**src/hdl/vrf_ram.sv**
```systemverilog
// Generic single-port RAM with registered read.
module vrf_ram #(
  parameter int WIDTH = 32,
  parameter int DEPTH = 64,
  localparam int AW = (DEPTH > 1) ? $clog2(DEPTH) : 1
) (
  input  logic             clk,
  input  logic             we,
  input  logic [AW-1:0]    addr,
  input  logic [WIDTH-1:0] wdata,
  output logic [WIDTH-1:0] rdata
);

  logic [WIDTH-1:0] mem [0:DEPTH-1];

  // Write and read one word a cycle
  always_ff @(posedge clk) begin
    if (we) begin
      mem[addr] <= wdata;
    end
    rdata <= mem[addr];
  end

endmodule

```
**config.mk**
```make
export PLATFORM = sky130hd
export DESIGN_NAME = vrf_ram
export DESIGN_NICKNAME = d
export VERILOG_FILES = /design/src/hdl/vrf_ram.sv
export SDC_FILE = /design/constraint.sdc
export NUM_CORES = 2
export LEC_CHECK = 0
export ABC_AREA = 1
export BUFFER_PORTS_ARGS = -buffer_cell sky130_fd_sc_hd__buf_4
export CORE_UTILIZATION = 65
export CTS_CLUSTER_DIAMETER = 150
export CTS_CLUSTER_SIZE = 16
export DETAILED_ROUTE_END_ITERATION = 7
export GPL_TIMING_DRIVEN = 0
export PLACE_DENSITY = 0.84
export SYNTH_ARGS = -nofsm -noshare
export SYNTH_HDL_FRONTEND = slang
export SYNTH_SLANG_ARGS = --single-unit
```
**constraint.sdc**
```tcl
create_clock -name clk -period 10.7 [get_ports clk]
set_clock_uncertainty 0.2 [all_clocks]
set_input_delay 2.14 -clock clk [delete_from_list [all_inputs] [get_ports clk]]
set_output_delay 2.14 -clock clk [all_outputs]
set_load 0.05 [all_outputs]
```
==> results.toml <==
[outcome]
outcome = "finished with violations"
violations = "DRC, capacitance limit, slew limit"

[yosys]
synth_cells = 8440
synth_area_leader_cell = "edfxtp_1"
ys_ff_latch = 2080
synth_ff_type = "edfxtp_1"
seq_area_frac_synth_pct = 71.8
syn_area_mm2 = 0.0865
avgSynthCellArea_um2 = 10.2
synth_nets = 8480
synth_area_leaders = "edfxtp_1, nand2_1, buf_2"
synth_enable_flop_cells = 2048
yosysWarnings = 0
yosysTopAreaCellShare_pct = 71.1
async_flop_share_pct = 0
synth_cell_type_count = 21

[power]
p_int_mw = 11.8
power_mw = 15.6
pwr-share-comb_pct = 8.3
clkPwrFrac_pct = 33.7
p_sw_share_pct = 24.0
power_leakage_nw = 39.8
pwr-share-seq_pct = 58.0
p_switching_mw = 3.73
ir_worst_vdd_uv = 174
p_per_area_mw_per_mm2 = 164

[sta]
rsz0062_at_grt = "false"
hold_viol_final = 0
relSlewSlack_pct = -6.63
slew_violations = 33
worst_pin_slew_ns = 1.60
timing.final.ws_setup_ns = 4.82
fmax_mhz = 170
whs_ns = 0.663
setup-tns-final_ns = 0
min_period_ns = 5.88
period_share_pct = 55.0
setup_violations = 0

[clock_network]
cts_tree = "built"
cts_buffers = 147
cts_max_level = 4
cts_resized = 0
insertion_delay_ns = 0.85
post_cts_buffers = 0
holdBufCountCts = 0
cts_buffer_depth = 3
clkTransAtPathRegs_ns = 0.07
numClockSinks = 2080
cts_root_buf = "clkbuf_16"

[die]
die_w_um = 367
initial_core_util_pct = 65.6
core-area_mm2 = 0.132
dieArea_mm2 = 0.135
die_y_um = 367
io_pins = 72
rows = 133

[detailed_routing]
drt-vias-per-instance = 5.92
antenna_left = 0
routed_wl_mm = 262
dr_total_vias = 62482
wl_per_cell_um = 24.8
dr.pass1.iters = 8
drc = 6
drt_iter0_drc = 10660

[finish]
stdcell_area_mm2 = 0.0951
areaGrowthSynthToFinish_pct = 9.95
final_cell_mix = "nand2_1, edfxtp_1, buf_2, clkbuf_1, clkbuf_16"
regArea_mm2 = 0.0621
final_common_cell = "nand2_1"
multi_input_area_mm2 = 0.0228
fillers = 8660
drive_gt1_share_pct = 7.37
final_nets = 8765
finalNonFillerCells = 10547
post-route-util_pct = 72.2

[worst_setup_path]
path_class = "in -> reg"
arrival_ns = 6.13
worst-path-max-fanout = 32
crit_required_ns = 10.94
cp-end-kind = "flop"
start_kind = "input pin"
rrSetupSlack_ns = 8.38

[grt]
grtUsageTotal_pct = 38.8
grt_antenna_before_repair = 23
grt_overflow = 0
met2_usage_pct = 56.6
grt_pass1_wl_mm = 376
grtUsageMet3_pct = 10.8
grt.busiest_layer = "met2"
grt_pass1_vias = 59474
grt_max_degree = 65
grt_use_met1_pct = 51.5

[placed_design]
post-dp-hpwl_mm = 172
place_congestion = 1.06
placed_area_mm2 = 0.0910
numPortBuffers = 67
post-place-ws_ns = 4.25
dp_cells = 10331

[hold_path]
hold_class = "reg -> reg"

[job]
maxCapViolCount = 3
==> layer usage <==
layer	share of wire, %	wire length (um)
met2	43	113000
met3	15	38100
met4	7.4	19500
met1	35	90600
met5	0.022	57
==> cell type report <==
cell class	count	share of cell area [%]
Tap cell	1755	2.31
Sequential cell	2080	65.3
Multi-Input combinational cell	5908	23.9
Buffer	422	2.06
Timing Repair Buffer	136	1.96
Antenna cell	8	0.0210
Clock buffer	197	4.11
Clock inverter	11	0.145
Inverter	30	0.118
==> worst paths after layout <==
| check | startpoint | to | cells after the start |
|---|---|---|---|
| min | mem[8][13] | rdata[13] | 10 |
| max | addr[2] | mem[22][17] | 5 |
| min reg2reg | mem[8][13] | rdata[13] | 10 |
| max reg2reg | mem[49][11] | rdata[11] | 10 |
==> worst max-delay path: stages <==
cell,delay (ns)
buf_2,0.22
clkbuf_1,1.14
buf_2,0.44
nand4_1,0.94
nor2_4,1.21
==> synthesized netlist by cell type (7+ instances only) <==
cell type	count
buf_4	11
buf_2	244
nor3_2	7
clkbuf_1	136
dfxtp_1	32
nand3_1	13
edfxtp_1	2048
buf_1	27
inv_2	14
nor2_1	137
inv_1	16
nand2_1	5728
==> power by group through the flow <==
| stage | Combinational, mW | Clock [mW] | Sequential [mW] |
|---|---|---|---|
| floorplan | 0.575 | 0 | 9.27 |
| CTS | 1.24 | 5.22 | 9.03 |
| finish | 1.29 | 5.24 | 9.03 |
| global placement | 1.17 | 0 | 9.21 |
| detailed placement | 1.22 | 0 | 9.21 |
| global route | 1.35 | 5.50 | 9.03 |
==> cells by family after synthesis <==
kind of cell    Yosys count  synth area share, %
compound gates           12               0.0839
buf+inv                 452                 2.40
flops                  2080                 71.8
simple gates           5896                 25.7
==> sequential cells by signal (all words and copies together), names as in the netlist <==
register	cells
mem	2048
rdata	32
(Power assumes the default switching activity.)
