## src/hdl/vrf_pkg.sv

```systemverilog
// Shared constants, codes and types of the multivariate recursive filter.
package vrf_pkg;

  // Default sizes of the filter
  localparam int DEF_MAX_OUT_DIM  = 4;
  localparam int DEF_MAX_IN_DIM   = 4;
  localparam int DEF_MAX_AR_ORDER = 4;
  localparam int DEF_MAX_MA_ORDER = 4;
  localparam int DEF_FRAC_BITS    = 16;

  // Fixed field widths
  localparam int DATA_W = 32;
  localparam int ACC_W  = 64;
  localparam int DIM_W  = 3;
  localparam int STEP_W = 16;
  localparam int COL_W  = 6;

  // Request codes
  localparam logic [1:0] REQ_AR     = 2'd0;
  localparam logic [1:0] REQ_MA     = 2'd1;
  localparam logic [1:0] REQ_SAMPLE = 2'd2;

  // Register indexes
  localparam logic [2:0] REG_OUT_DIM    = 3'd0;
  localparam logic [2:0] REG_IN_DIM     = 3'd1;
  localparam logic [2:0] REG_AR_ORDER   = 3'd2;
  localparam logic [2:0] REG_MA_ORDER   = 3'd3;
  localparam logic [2:0] REG_START_STEP = 3'd4;

  // Control of the shared multiply-accumulate unit
  typedef struct packed {
    logic clear;
    logic valid;
  } mac_ctrl_t;

endpackage

```

## src/hdl/vrf_mac.sv

```systemverilog
// Shared multiply, round and accumulate unit of the filter.
module vrf_mac #(
  parameter int FRAC_BITS = vrf_pkg::DEF_FRAC_BITS
) (
  input  logic                              clk,
  input  logic                              rst,
  input  vrf_pkg::mac_ctrl_t                ctrl,
  input  logic signed [vrf_pkg::DATA_W-1:0] coef,
  input  logic signed [vrf_pkg::DATA_W-1:0] x,
  output logic signed [vrf_pkg::ACC_W-1:0]  acc,
  output logic                              busy
);
  import vrf_pkg::*;

  localparam logic signed [ACC_W-1:0] HALF = ACC_W'(64'sd1 <<< (FRAC_BITS - 1));

  logic signed [ACC_W-1:0] prod;
  logic signed [ACC_W-1:0] rnd;
  logic                    prod_v;
  logic                    rnd_v;

  // Multiply, then round half up, then accumulate with wrap
  always_ff @(posedge clk) begin
    if (rst) begin
      prod_v <= 1'b0;
      rnd_v  <= 1'b0;
      acc    <= '0;
    end else begin
      prod_v <= ctrl.valid;
      rnd_v  <= prod_v;
      if (ctrl.clear) begin
        acc <= '0;
      end else if (rnd_v) begin
        acc <= acc + rnd;
      end
    end
    prod <= coef * x;
    rnd  <= (prod + HALF) >>> FRAC_BITS;
  end

  assign busy = prod_v | rnd_v;

endmodule
```

## config.mk

```make
export PLATFORM = sky130hd
export DESIGN_NAME = vrf_mac
export DESIGN_NICKNAME = d
export VERILOG_FILES = /design/src/hdl/vrf_pkg.sv /design/src/hdl/vrf_mac.sv
export SDC_FILE = /design/constraint.sdc
export NUM_CORES = 2
export LEC_CHECK = 0
export BUFFER_PORTS_ARGS = -buffer_cell sky130_fd_sc_hd__buf_2
export CAP_MARGIN = 20
export CORE_ASPECT_RATIO = 1.75
export CORE_MARGIN = 3
export CORE_UTILIZATION = 60
export DETAILED_ROUTE_END_ITERATION = 7
export PLACE_DENSITY_LB_ADDON = 0.25
export SYNTH_ARGS = -nofsm -noshare
export SYNTH_HDL_FRONTEND = slang
export SYNTH_SLANG_ARGS = --single-unit
```

## constraint.sdc

```tcl
create_clock -name clk -period 8.31 [get_ports clk]
set_input_delay 0.831 -clock clk [delete_from_list [all_inputs] [get_ports clk]]
set_output_delay 0.831 -clock clk [all_outputs]
set_load 0.05 [all_outputs]
```

==> impl_metrics.ini <==
[detailed_routing]
drt_iter0_drc = 1718
dr.pass1.iters = 7
wirelength_microns = 119000
avgRoutedWirePerCell_microns = 20.2
drc_errors = 0
via_count = 32995
ant_nets = 0
viasPerCell = 5.62

[timing]
tightest_slew_ps = 822
setup_viol = 0
clock_skew_ps = 12.4
grt_setup_unrepaired = false
fin_ws_ps = 286
drv_slew = 0
hold_viol_final = 0
post-route-period-util_pct = 96.6
whs_ps = 459
relSlewSlack_pct = 44.7
fin_crit_ps = 8020
timing.fmax_ghz = 0.125

[place]
dp_hpwl_microns = 103000
pre_cts_ws_ps = -409
io_buffers = 132
place.gp.congestion = 0.987
place_area_sq_um = 47100

[worst_setup_path]
crit_buf_inv = 5
cpMostUsedCell = fa_1
path_class = input port to flip-flop
crit_slowest_cell = fa_1
crit_fanout = 14
crit_path_end_kind = flip-flop
arrival_ps = 8370
crit_family = adder cells
cpPeakStageDelay_ps = 550
critPathRequiredTime_ps = 8660
start_kind = input port
ff2ff_setup_slack_ps = 4250

[clock_network]
clk_path_buf_depth = 2
clk_pin_slew_worst_paths_ps = 70
htree_num_levels = 4
cts_tree = done
cts.sinks = 163
cts_made_buffers = 17
postCtsSetupRepairBufs = 0
cts_root_buffer = clkbuf_16
clk_latency_ps = 440

[layout]
final_cell_area_sq_um = 47800
drive_above_1_share_pct = 9.65
area_delta_synth_final_pct = 9.21
nets = 6323

[global_routing]
track_usage_pct = 32.8
antenna_found_initial = 3
grt_max_degree = 60
grt_pass1_vias = 36958
grt_first_pass_wirelength_microns = 192000
grt_overflow = 0

[outcome]
status = complete, no violations

[synth]
avgSynthCellArea_sq_um = 9.25
syn_inst = 4732
syn_nets = 6126
ys_ff_latch = 163
yosys.cell_types.count = 66
ys_warn_count = 0
ys_seq_area_share_pct = 7.45
synth_edf_count = 0
synthesis.area_sq_um = 43800
synth_flop_cell = dfxtp_1
async_flop_share_pct = 0

[run]
max_cap_viol_count = 0

[floorplan]
die_area_sq_um = 76400
rows = 130
die_w_microns = 210
die_h_microns = 363
core_sq_um = 72100
initial_utilization_pct = 60.8
ioPinCount = 133

[worst_hold_path]
hold_path.class = flip-flop to flip-flop
==> cells in the final DEF, fill, tap and decap left out, types with 21 or more instances in the layout <==
cell type | synthesis | final
nor2_1 | 143 | 143
xor2_1 | 43 | 43
fa_1 | 1082 | 1077
nor3_1 | 28 | 28
mux2i_1 | 24 | 24
and3_1 | 21 | 21
a21oi_1 | 126 | 122
nand4_1 | 29 | 29
and2_1 | 494 | 494
a21o_1 | 66 | 66
ha_1 | 244 | 244
nand3_1 | 59 | 59
buf_12 | 0 | 26
buf_4 | 0 | 245
o21ai_0 | 45 | 45
inv_1 | 1010 | 1007
nand2b_1 | 25 | 25
xnor2_1 | 104 | 104
buf_2 | 0 | 128
nand2_1 | 600 | 599
dfxtp_1 | 163 | 162
==> flip-flops by register name, summed over array words and instances (netlist names) <==
| name | count |
|---|---|
| prod | 49 |
| prod_v | 1 |
| acc | 64 |
| rnd_v | 1 |
| rnd | 48 |
==> layout make-up <==
class / count / area [sq um]
clock inverters: 15 / 188
diodes: 2 / 5.00
inverters: 1010 / 3790
well taps: 924 / 1160
multi-input cells: 3331 / 35900
fillers: 5946 / 24200
flip-flops and latches: 163 / 3260
clock buffers: 17 / 425
repair buffers: 406 / 3070
==> metal layers <==
layer / part of all wire [%] / wire length (microns) / global-route usage, %
met5: 0.011 / 13 / 0
met4: 11 / 12800 / 27.0
met3: 4.7 / 5600 / 3.89
met2: 53 / 62600 / 60.1
met1: 32 / 37700 / 33.0
==> cells by family (layout without fill, tap and decap cells) <==
group	Yosys count	count (layout)	share of synthesized area [%]
other	0	2	0
flip-flops	163	163	7.45
adder cells (fa/ha/maj)	1326	1326	56.4
multiplexers	24	24	0.549
AO/OA/AOI/OAI	376	376	5.61
XOR/XNOR	147	147	2.94
AND/OR/NAND/NOR	1458	1458	16.4
buffers and inverters	1238	1448	10.6
==> through the flow <==
stage | TNS [ps] | utilization (%) | cells
floorplan | 0 | - | 4732
global placement | -758 | 65.4 | 5834
detailed placement | -2250 | 65.4 | 5834
CTS | 0 | 66.3 | 5866
global route | 0 | 66.4 | 5867
finish | 0 | 66.4 | 5868
==> synthesized netlist by cell type, types with 24 or more instances <==
cell / instances / area [sq um]
xnor2_1: 104 / 911
a21oi_1: 126 / 631
nand2_1: 600 / 2250
ha_1: 244 / 3050
xor2_1: 43 / 377
and2_1: 494 / 3090
inv_1: 1010 / 3790
fa_1: 1082 / 21700
nand4_1: 29 / 181
nand2b_1: 25 / 156
mux2i_1: 24 / 240
nor2_1: 143 / 537
o21ai_0: 45 / 225
dfxtp_1: 163 / 3260
nand3_1: 59 / 295
clkbuf_1: 223 / 837
a21o_1: 66 / 495
nor3_1: 28 / 140
==> path summary, 6_finish.rpt <==
| path | endpoint | startpoint | depth (start not counted) |
|---|---|---|---|
| worst max-delay path | prod[62]$_DFF_P_ | x[6] | 27 |
| worst min-delay path | rnd[20]$_DFF_P_ | prod[36]$_DFF_P_ | 1 |
| worst max register to register | acc[62]$_SDFFE_PP0P_ | acc[0]$_SDFFE_PP0P_ | 15 |
| worst min register to register | rnd[20]$_DFF_P_ | prod[36]$_DFF_P_ | 1 |
==> timing repair <==
| action | in CTS | in global routing |
|---|---|---|
| gates resized for setup | 0 | 19 |
| hold endpoints to repair | 0 | 0 |
| endpoints found under the setup margin | 0 | 8 |
| hold buffers | 0 | 0 |
Power is not shown: default switching activity piles up to over one toggle a cycle in this logic, so the estimate is an artifact.
